`src/hdl/aram_pkg.sv`:
```
// Package for the access rate anomaly monitor: types, constants and register codes.
// Used by every module of the monitor; depends on nothing.
package aram_pkg;

    localparam int LogDepth    = 1024;
    localparam int LogAw       = $clog2(LogDepth);
    localparam int RegionSlots = 16;
    localparam int SlotW       = $clog2(RegionSlots);
    localparam int QueueDepth  = 2;

    localparam logic [1:0] OP_READ  = 2'd0;
    localparam logic [1:0] OP_WRITE = 2'd1;
    localparam logic [1:0] OP_FAULT = 2'd2;
    localparam logic [1:0] OP_NONE  = 2'd3;

    localparam logic [1:0] RT_MODEL   = 2'd0;
    localparam logic [1:0] RT_TENSOR  = 2'd1;
    localparam logic [1:0] RT_SCRATCH = 2'd2;
    localparam logic [1:0] RT_OTHER   = 2'd3;

    localparam logic [2:0] REG_ENABLE     = 3'd0;
    localparam logic [2:0] REG_BASE_THR   = 3'd1;
    localparam logic [2:0] REG_BASE_WIN   = 3'd2;
    localparam logic [2:0] REG_OVR_MASK   = 3'd3;
    localparam logic [2:0] REG_MODEL_THR  = 3'd4;
    localparam logic [2:0] REG_TENSOR_THR = 3'd5;
    localparam logic [2:0] REG_SCRATCH_THR = 3'd6;
    localparam logic [2:0] REG_TYPE_WIN   = 3'd7;

    // Classified item passed from the front part to the back part.
    typedef struct packed {
        logic        active;    // event changes state
        logic [1:0]  op;
        logic [31:0] now;
        logic [47:0] address;
        logic [15:0] pid;
        logic        present;
        logic [7:0]  rgn_num;
        logic [31:0] thr;
        logic [31:0] win;
    } t_item;

    // Result item handed to the output register.
    typedef struct packed {
        logic        anomaly;
        logic [31:0] alert_count;
        logic [31:0] alert_threshold;
        logic [10:0] log_fill;
        logic [31:0] log_overflows;
        logic [31:0] sum_access;
        logic [31:0] sum_read;
        logic [31:0] sum_write;
        logic [31:0] sum_fault;
        logic [31:0] total_anomalies;
        logic [31:0] region_anomaly_total;
    } t_result;

endpackage

```
`src/hdl/access_rate_anomaly_monitor.sv`:
```
// Access rate anomaly monitor top level: configuration registers, front and back parts.
// Depends on aram_pkg, aram_front and aram_back.
//
// Usage: event items enter on the s_axis channel (tdata: op, now, address, pid,
// region_present, rgn_num, region_type from bit 0 up). Each item gives exactly one
// result item on m_axis, in order. The block takes one item per cycle while the
// receiver takes results; an item passes the two-entry queue and then the back
// part's registered result stage. The back part updates the log pointer, counters
// and the 16-slot region table together for each item.
// Configuration goes through the APB port, one 64-bit register at byte address 8*i;
// write it only while the block is idle. Reset clears all counters, the log pointers,
// the region table and the queue, and loads the register defaults; the log memory is
// not cleared and needs no clearing pass. When the receiver stalls, the result register
// holds, then the queue fills and s_axis_tready falls; no item is lost.
module access_rate_anomaly_monitor (
    input  logic          i_clk,
    input  logic          i_rst_n,
    input  logic          s_axis_tvalid,
    output logic          s_axis_tready,
    // op[1:0], now[33:2], address[81:34], pid[97:82], region_present[98],
    // rgn_num[106:99], region_type[108:107], zero fill
    input  logic [111:0]  s_axis_tdata,
    output logic          m_axis_tvalid,
    input  logic          m_axis_tready,
    // anomaly[0], alert_count, alert_threshold, log_fill[75:65], log_overflows,
    // access, read, write and fault totals, total_anomalies,
    // region_anomaly_total[299:268], zero fill
    output logic [303:0]  m_axis_tdata,
    input  logic          psel,
    input  logic          penable,
    input  logic          pwrite,
    input  logic [5:0]    paddr,
    input  logic [63:0]   pwdata,
    output logic [63:0]   prdata,
    output logic          pready
);

    logic        r_en;
    logic [31:0] r_bthr, r_bwin, r_mthr, r_tthr, r_sthr;
    logic [2:0]  r_mask;
    logic [47:0] r_twin;
    logic [2:0]  w_idx;
    logic        w_q_valid, w_q_ready;
    aram_pkg::t_item   w_item;
    aram_pkg::t_result w_res;

    assign pready = 1'b1;
    assign w_idx  = paddr[5:3];

    // Register writes.
    always_ff @(posedge i_clk) begin
        if (!i_rst_n) begin
            r_en <= 1'b0; r_bthr <= 32'd10000; r_bwin <= 32'd10; r_mask <= 3'd0;
            r_mthr <= 32'd20000; r_tthr <= 32'd10000; r_sthr <= 32'd15000;
            r_twin <= {16'd10, 16'd10, 16'd10};
        end else if (psel && penable && pwrite && pready) begin
            case (w_idx)
                aram_pkg::REG_ENABLE:      r_en <= pwdata[0];
                aram_pkg::REG_BASE_THR:    r_bthr <= pwdata[31:0];
                aram_pkg::REG_BASE_WIN:    r_bwin <= pwdata[31:0];
                aram_pkg::REG_OVR_MASK:    r_mask <= pwdata[2:0];
                aram_pkg::REG_MODEL_THR:   r_mthr <= pwdata[31:0];
                aram_pkg::REG_TENSOR_THR:  r_tthr <= pwdata[31:0];
                aram_pkg::REG_SCRATCH_THR: r_sthr <= pwdata[31:0];
                default:                   r_twin <= pwdata[47:0];
            endcase
        end
    end

    // Register reads.
    always_comb begin
        case (w_idx)
            aram_pkg::REG_ENABLE:      prdata = {63'd0, r_en};
            aram_pkg::REG_BASE_THR:    prdata = {32'd0, r_bthr};
            aram_pkg::REG_BASE_WIN:    prdata = {32'd0, r_bwin};
            aram_pkg::REG_OVR_MASK:    prdata = {61'd0, r_mask};
            aram_pkg::REG_MODEL_THR:   prdata = {32'd0, r_mthr};
            aram_pkg::REG_TENSOR_THR:  prdata = {32'd0, r_tthr};
            aram_pkg::REG_SCRATCH_THR: prdata = {32'd0, r_sthr};
            default:                   prdata = {16'd0, r_twin};
        endcase
    end

    aram_front u_front (
        .i_clk(i_clk), .i_rst_n(i_rst_n),
        .i_valid(s_axis_tvalid), .o_ready(s_axis_tready),
        .i_op(s_axis_tdata[1:0]), .i_now(s_axis_tdata[33:2]),
        .i_address(s_axis_tdata[81:34]), .i_pid(s_axis_tdata[97:82]),
        .i_region_present(s_axis_tdata[98]), .i_rgn_num(s_axis_tdata[106:99]),
        .i_region_type(s_axis_tdata[108:107]),
        .i_enabled(r_en), .i_base_thr(r_bthr), .i_base_win(r_bwin), .i_ovr_mask(r_mask),
        .i_model_thr(r_mthr), .i_tensor_thr(r_tthr), .i_scratch_thr(r_sthr),
        .i_type_win(r_twin),
        .o_valid(w_q_valid), .i_ready(w_q_ready), .o_item(w_item)
    );

    aram_back u_back (
        .i_clk(i_clk), .i_rst_n(i_rst_n),
        .i_valid(w_q_valid), .o_ready(w_q_ready), .i_item(w_item),
        .o_valid(m_axis_tvalid), .i_ready(m_axis_tready), .o_res(w_res)
    );

    assign m_axis_tdata = {4'd0, w_res.region_anomaly_total, w_res.total_anomalies,
                           w_res.sum_fault, w_res.sum_write, w_res.sum_read,
                           w_res.sum_access, w_res.log_overflows, w_res.log_fill,
                           w_res.alert_threshold, w_res.alert_count, w_res.anomaly};

endmodule

```
`src/hdl/aram_front.sv`:
```
// Front part: accepts event items, resolves threshold and window per region type and queues them.
// Depends on aram_pkg.
module aram_front (
    input  logic                i_clk,
    input  logic                i_rst_n,
    input  logic                i_valid,
    output logic                o_ready,
    input  logic [1:0]          i_op,
    input  logic [31:0]         i_now,
    input  logic [47:0]         i_address,
    input  logic [15:0]         i_pid,
    input  logic                i_region_present,
    input  logic [7:0]          i_rgn_num,
    input  logic [1:0]          i_region_type,
    input  logic                i_enabled,
    input  logic [31:0]         i_base_thr,
    input  logic [31:0]         i_base_win,
    input  logic [2:0]          i_ovr_mask,
    input  logic [31:0]         i_model_thr,
    input  logic [31:0]         i_tensor_thr,
    input  logic [31:0]         i_scratch_thr,
    input  logic [47:0]         i_type_win,
    output logic                o_valid,
    input  logic                i_ready,
    output aram_pkg::t_item     o_item
);

    aram_pkg::t_item r_q [aram_pkg::QueueDepth];
    logic            r_wp, r_rp;
    logic [1:0]      r_cnt;
    aram_pkg::t_item w_item;
    logic            w_ovr, w_push, w_pop;
    logic [3:0]      w_mask4;

    // The type other never has an override bit.
    assign w_mask4 = {1'b0, i_ovr_mask};

    // Classification of the incoming item.
    always_comb begin
        w_ovr = w_mask4[i_region_type];
        w_item.active    = i_enabled && (i_op != aram_pkg::OP_NONE);
        w_item.op        = i_op;
        w_item.now       = i_now;
        w_item.address   = i_address;
        w_item.pid       = i_pid;
        w_item.present   = i_region_present;
        w_item.rgn_num   = i_rgn_num;
        w_item.thr       = i_base_thr;
        w_item.win       = i_base_win;
        if (w_ovr) begin
            case (i_region_type)
                aram_pkg::RT_MODEL: begin
                    w_item.thr = i_model_thr;
                    w_item.win = {16'd0, i_type_win[15:0]};
                end
                aram_pkg::RT_TENSOR: begin
                    w_item.thr = i_tensor_thr;
                    w_item.win = {16'd0, i_type_win[31:16]};
                end
                default: begin
                    w_item.thr = i_scratch_thr;
                    w_item.win = {16'd0, i_type_win[47:32]};
                end
            endcase
        end
    end

    assign o_ready = (r_cnt != 2'd2);
    assign w_push  = i_valid && o_ready;
    assign w_pop   = o_valid && i_ready;
    assign o_valid = (r_cnt != 2'd0);
    assign o_item  = r_q[r_rp];

    // Two-entry queue between the front and back parts.
    always_ff @(posedge i_clk) begin
        if (w_push) begin
            r_q[r_wp] <= w_item;
        end
        if (!i_rst_n) begin
            r_wp  <= 1'b0;
            r_rp  <= 1'b0;
            r_cnt <= 2'd0;
        end else begin
            if (w_push) r_wp <= ~r_wp;
            if (w_pop)  r_rp <= ~r_rp;
            r_cnt <= r_cnt + {1'b0, w_push} - {1'b0, w_pop};
        end
    end

endmodule

```
`src/hdl/aram_back.sv`:
```
// Back part: ring log, global and per-region counters, windowed rate check.
// Depends on aram_pkg; ends in a registered result stage.
module aram_back (
    input  logic               i_clk,
    input  logic               i_rst_n,
    input  logic               i_valid,
    output logic               o_ready,
    input  aram_pkg::t_item    i_item,
    output logic               o_valid,
    input  logic               i_ready,
    output aram_pkg::t_result  o_res
);

    logic [47:0]                r_log_addr [aram_pkg::LogDepth];
    logic [57:0]                r_log_meta [aram_pkg::LogDepth];
    logic [aram_pkg::LogAw-1:0] r_head, r_tail;
    logic [10:0]                r_count;
    logic [31:0] r_ovf, r_acc, r_rd, r_wr, r_flt, r_anom, r_wcnt, r_wstart;
    logic [31:0] r_rrd [aram_pkg::RegionSlots];
    logic [31:0] r_rwr [aram_pkg::RegionSlots];
    logic [31:0] r_rflt [aram_pkg::RegionSlots];
    logic [31:0] r_ranom [aram_pkg::RegionSlots];
    logic        r_v;
    aram_pkg::t_result r_res;

    logic [aram_pkg::SlotW-1:0] w_slot;
    logic        w_go, w_acc, w_chk, w_elapsed, w_hit, w_full;
    aram_pkg::t_result w_res;

    assign o_ready = !r_v || i_ready;
    assign w_go    = i_valid && o_ready;
    assign w_slot  = i_item.rgn_num[aram_pkg::SlotW-1:0];
    assign w_full  = (r_count == 11'(aram_pkg::LogDepth));
    assign w_acc   = i_item.active && (i_item.op != aram_pkg::OP_FAULT);
    assign w_chk   = w_acc && i_item.present;
    assign w_elapsed = (i_item.now - r_wstart) >= i_item.win;
    assign w_hit   = w_chk && w_elapsed && (r_wcnt > i_item.thr);

    // Result from the state after this item.
    always_comb begin
        w_res.anomaly         = w_hit;
        w_res.alert_count     = w_hit ? r_wcnt : 32'd0;
        w_res.alert_threshold = w_hit ? i_item.thr : 32'd0;
        w_res.log_fill        = r_count + 11'((i_item.active && !w_full) ? 1 : 0);
        w_res.log_overflows   = r_ovf + 32'((i_item.active && w_full) ? 1 : 0);
        w_res.sum_access      = r_acc + 32'(w_acc ? 1 : 0);
        w_res.sum_read        = r_rd + 32'((w_acc && i_item.op == aram_pkg::OP_READ) ? 1 : 0);
        w_res.sum_write       = r_wr + 32'((w_acc && i_item.op == aram_pkg::OP_WRITE) ? 1 : 0);
        w_res.sum_fault       = r_flt + 32'((i_item.active &&
                                             i_item.op == aram_pkg::OP_FAULT) ? 1 : 0);
        w_res.total_anomalies = r_anom + 32'(w_hit ? 1 : 0);
        w_res.region_anomaly_total = i_item.present ?
                                     (r_ranom[w_slot] + 32'(w_hit ? 1 : 0)) : 32'd0;
    end

    // Log memory writes and the result register.
    always_ff @(posedge i_clk) begin
        if (w_go && i_item.active) begin
            r_log_addr[r_head] <= i_item.address;
            r_log_meta[r_head] <= {i_item.op, (i_item.present ? i_item.rgn_num : 8'd0),
                                   i_item.pid, i_item.now};
        end
        if (w_go) begin
            r_res <= w_res;
        end
    end

    // Counters and window state.
    always_ff @(posedge i_clk) begin
        if (!i_rst_n) begin
            r_head <= '0; r_tail <= '0; r_count <= '0;
            r_ovf <= '0; r_acc <= '0; r_rd <= '0; r_wr <= '0; r_flt <= '0;
            r_anom <= '0; r_wcnt <= '0; r_wstart <= '0; r_v <= 1'b0;
            for (int k = 0; k < aram_pkg::RegionSlots; k++) begin
                r_rrd[k] <= '0; r_rwr[k] <= '0; r_rflt[k] <= '0; r_ranom[k] <= '0;
            end
        end else begin
            if (w_go) r_v <= 1'b1;
            else if (i_ready) r_v <= 1'b0;
            if (w_go && i_item.active) begin
                r_head <= r_head + aram_pkg::LogAw'(1);
                r_count <= w_res.log_fill;
                r_ovf <= w_res.log_overflows;
                if (w_full) r_tail <= r_tail + aram_pkg::LogAw'(1);
                r_acc <= w_res.sum_access;
                r_rd <= w_res.sum_read;
                r_wr <= w_res.sum_write;
                r_flt <= w_res.sum_fault;
                r_anom <= w_res.total_anomalies;
                if (i_item.present) begin
                    case (i_item.op)
                        aram_pkg::OP_READ:  r_rrd[w_slot] <= r_rrd[w_slot] + 32'd1;
                        aram_pkg::OP_WRITE: r_rwr[w_slot] <= r_rwr[w_slot] + 32'd1;
                        default: r_rflt[w_slot] <= r_rflt[w_slot] + 32'd1;
                    endcase
                end
                if (w_hit) r_ranom[w_slot] <= w_res.region_anomaly_total;
                if (w_chk) begin
                    if (w_elapsed) begin
                        r_wcnt <= 32'd1;
                        r_wstart <= i_item.now;
                    end else begin
                        r_wcnt <= r_wcnt + 32'd1;
                    end
                end
            end
        end
    end

    assign o_valid = r_v;
    assign o_res   = r_res;

endmodule
```
`config.mk`:
```
export PLATFORM = sky130hd
export DESIGN_NAME = access_rate_anomaly_monitor
export DESIGN_NICKNAME = d
export VERILOG_FILES = /design/src/hdl/aram_pkg.sv /design/src/hdl/access_rate_anomaly_monitor.sv /design/src/hdl/aram_front.sv /design/src/hdl/aram_back.sv
export SDC_FILE = /design/constraint.sdc
export NUM_CORES = 2
export LEC_CHECK = 0
export BUFFER_PORTS_ARGS = -buffer_cell sky130_fd_sc_hd__buf_2
export CORE_ASPECT_RATIO = 0.5
export CORE_UTILIZATION = 25
export CTS_BUF_LIST = sky130_fd_sc_hd__clkbuf_4
export DETAILED_ROUTE_END_ITERATION = 16
export PLACE_DENSITY = 0.48
export SETUP_SLACK_MARGIN = 0.2
export SLEW_MARGIN = 20
export SYNTH_ARGS = -nofsm -noshare
export SYNTH_HDL_FRONTEND = slang
export SYNTH_SLANG_ARGS = --single-unit
```
`constraint.sdc`:
```
create_clock -name i_clk -period 54.8 [get_ports i_clk]
set_input_delay 13.7 -clock i_clk [delete_from_list [all_inputs] [get_ports i_clk]]
set_output_delay 13.7 -clock i_clk [all_outputs]
set_load 0.03 [all_outputs]
```
==> run summary <==
Status: completed
Final Skew: 0.248 ns
Initial Util: 25.3%
Worst-margin pin slew: 1.10 ns
Via count: 49446
Max Cap Viol: 0
Clk buf depth: 4
Post-synthesis mux area share: 5.21%
Global-route wire length before repair: 327000 um
H-tree depth: 5
Later-pin clock latency in the skew report: 1.29 ns
Gr usage total: 15.7%
Die height: 374 um
# DRC: 0
Die width: 745 um
Cell variety after synth: 99
Clock sink total: 1505
Arrival @ worst endpoint: 17.13 ns
CP max stage delay: 0.94 ns
Fmax: 32.4 MHz
Tot Pwr: 3.40 mW
Half-perimeter wire length after placement: 143000 um
Synth async-reset ratio: 0%
CTS buffer count: 377
Root Buffer: clkbuf_4
Synth Area in Simple Gates: 15.7%
Synth Flop Type: edfxtp_1
Area grow syn2layout: 15.6%
R2r endpoint: u_back.r_anom[28]
Final setup vio count: 0
Core Footprint: 273000 um2
GRT overflow: 0
1st-iter DRT viols: 3668
CTS tree: yes
Cells after Synth: 6171
Synth Cell Area: 69000 um2
CP max stage cell: nor2b_2
Synth Area in Adders: 2.10%
HP Start: u_front.r_rp
Pins Over Slew Limit: 0
Post-placement cell area: 74800 um2
Critical path required time: 41.10 ns
Critical path endpoint category: primary output
Antenna-violating nets left: 0
Maximum vdd drop: 0.0000335 V
DRT Wirelength: 227000 um
Post-Synth XOR/XNOR Area: 5.25%
Die footprint: 278000 um2
Gpl congestion: 0.820
Biggest area consumer among synthesized cells: edfxtp_1
Via density: 4.65
Fraction of layout cells with a size suffix above 1: 19.6%
Buffers on Ports: 448
Reg2reg path depth: 30
Main combinational cell family by area after synthesis: simple AND/OR/NAND/NOR gates
Yosys top cell area share: 44.4%
Critical path class: primary input to primary output
Syn. warnings: 0
Vias in the first global route: 48061
Wire length per cell: 21.3 um
IO Pins: 560
Compound-Gate Fraction of Synth Area: 9.67%
Synth top area cells: edfxtp_1 44%, dfxtp_1 14%, nand2_1 4.4%, nor2_1 4.1%, xnor2_1 3.0%
Minimum clock period: 30.83 ns
Design Area, Final: 79800 um2
Crit-path cells: buf_2 > buf_4 > nor2b_2 > buf_4 > and2_1 > a21oi_1 > a31oi_1 > buf_2
Pwr Density: 42.6 nW/um2
Drt pass-1 iters: 6
Final Util: 29.3%
Sequential cell area fraction in the yosys report: 58.5%
Post_cts resized: 0
Post-synth EDFFs: 1020
Final setup TNS: 0 ns
Hold Fails Final Rpt: 0
Hold path depth: 2
Post-CTS Setup Repair Bufs: 0
Clock Pin Slew Worst Setup and Hold Paths: 0.07 ns
Number of fill cells: 28556
Placed Cells: 9965
Hold buffer count at cts: 0
Slew headroom: 25.8%
CP max FO: 31
Initial antenna violation count: 33
Nets@finish: 7018
Non-filler cells, final: 10643
Period utilization: 56.3%
Synthesized area per cell: 11.2 um2
Setup crit start kind: primary input
Leak pwr: 29.5 nW
Worst Hold Class: flop to flop
Row count: 135
Largest net degree at the start of global routing: 109
R2R setup slack: 44.15 ns
RSZ-0062 raised after global routing: no
Seq cells post-synth: 1505
==> where the power goes <==
| group | switching, mW | internal [mW] | total [mW] |
|---|---|---|---|
| Clock | 0.488 | 0.513 | 1.00 |
| Combinational | 0.732 | 0.265 | 0.997 |
| Sequential | 0.0379 | 1.36 | 1.40 |
| Total | 1.26 | 2.14 | 3.40 |
==> per-layer routing <==
layer	GRT usage, %	share of wire [%]	vias to the layer above
met5	0	0.023	-
met1	20.1	43	24277
met4	5.53	3.3	8
met3	2.87	5.5	404
li1	-	-	23273
met2	26.5	48	1484
==> worst max path at each step <==
stage              from    endpoint  slack, ns  depth (start not counted)
6_report       paddr[3]  prdata[24]      23.97                          8
5_1_grt        paddr[3]  prdata[24]      23.86                          8
4_1_cts        paddr[3]  prdata[24]      23.96                          8
3_5_place_dp   paddr[3]  prdata[24]      23.97                          8
3_3_place_gp   paddr[3]  prdata[24]      24.01                          8
2_1_floorplan  paddr[3]   prdata[6]      25.49                          6
==> synth_stat cells, types with 30 or more instances <==
| cell type | n |
|---|---|
| edfxtp_1 | 1020 |
| nand2_1 | 815 |
| nor2_1 | 751 |
| dfxtp_1 | 485 |
| a21oi_1 | 337 |
| clkbuf_1 | 277 |
| a21boi_0 | 247 |
| xnor2_1 | 240 |
| and2_1 | 223 |
| xor2_1 | 172 |
| o21ai_0 | 169 |
| nand3_1 | 160 |
| mux2i_1 | 144 |
| ha_1 | 114 |
| nor3_1 | 86 |
| inv_1 | 75 |
| or3_1 | 58 |
| nand4_1 | 56 |
| and3_1 | 54 |
| buf_4 | 46 |
| buf_2 | 41 |
| mux4_2 | 41 |
| mux2_2 | 38 |
| a221oi_1 | 37 |
| buf_1 | 30 |
| o311a_1 | 30 |
==> cell usage in the layout (no fill, tap or decap), drive strengths merged, types with 172 or more instances in the layout <==
| cell type | count |
|---|---|
| edfxtp | 1020 |
| nand2 | 816 |
| nor2 | 752 |
| buf | 576 |
| clkbuf | 566 |
| dfxtp | 485 |
| a21oi | 357 |
| a21boi | 247 |
| xnor2 | 241 |
| and2 | 223 |
| xor2 | 172 |
==> per-stage QoR <==
| step | hold slack, ns | worst slack (ns) |
|---|---|---|
| CTS | 0.457 | 23.96 |
| floorplan | 0.447 | 25.49 |
| detailed placement | 0.463 | 23.97 |
| global route | 0.504 | 23.86 |
| finish | 0.462 | 23.97 |
| global placement | 0.457 | 24.01 |
==> cell type report <==
cell class,count,area [um2],share of cell area [%]
Sequential cell,1505,40300,50.6
Multi-Input combinational cell,4179,26500,33.2
Tap cell,3630,4540,5.69
Clock buffer,566,4250,5.33
Timing Repair Buffer,576,3230,4.05
Clock inverter,98,654,0.820
Inverter,75,282,0.353
Antenna cell,14,35.0,0.0439
==> flip-flops by register name, indices dropped and copies added (netlist names), 2 cells and up, named ones only <==
| name | cells |
|---|---|
| u_back.r_count | 11 |
| r_twin | 48 |
| u_back.r_rd | 32 |
| r_tthr | 32 |
| u_front.r_q | 208 |
| u_back.r_wcnt | 32 |
| u_front.r_cnt | 2 |
| r_mask | 3 |
| u_back.r_acc | 32 |
| r_bwin | 32 |
| u_back.o_res | 300 |
| r_sthr | 32 |
| u_back.r_ranom | 512 |
| u_back.r_flt | 32 |
| r_mthr | 32 |
| u_back.r_wr | 32 |
| r_bthr | 32 |
| u_back.r_anom | 32 |
| u_back.r_wstart | 32 |
| u_back.r_ovf | 32 |
==> cells by family after synthesis <==
family                     Yosys count
AOI/OAI and AO/OA                 1021
buffers and inverters              506
adders and majority gates          115
and+or+nand+nor                   2354
DFF                               1505
muxes                              255
xor gates and xnor gates           413
other                                2
==> worst max-delay path: cells and delay by family <==
| family | cells | cell delay, ns |
|---|---|---|
| compound gates | 2 | 0.80 |
| buf+inv | 4 | 1.27 |
| simple gates | 2 | 1.30 |
(Power assumes the default switching activity.)
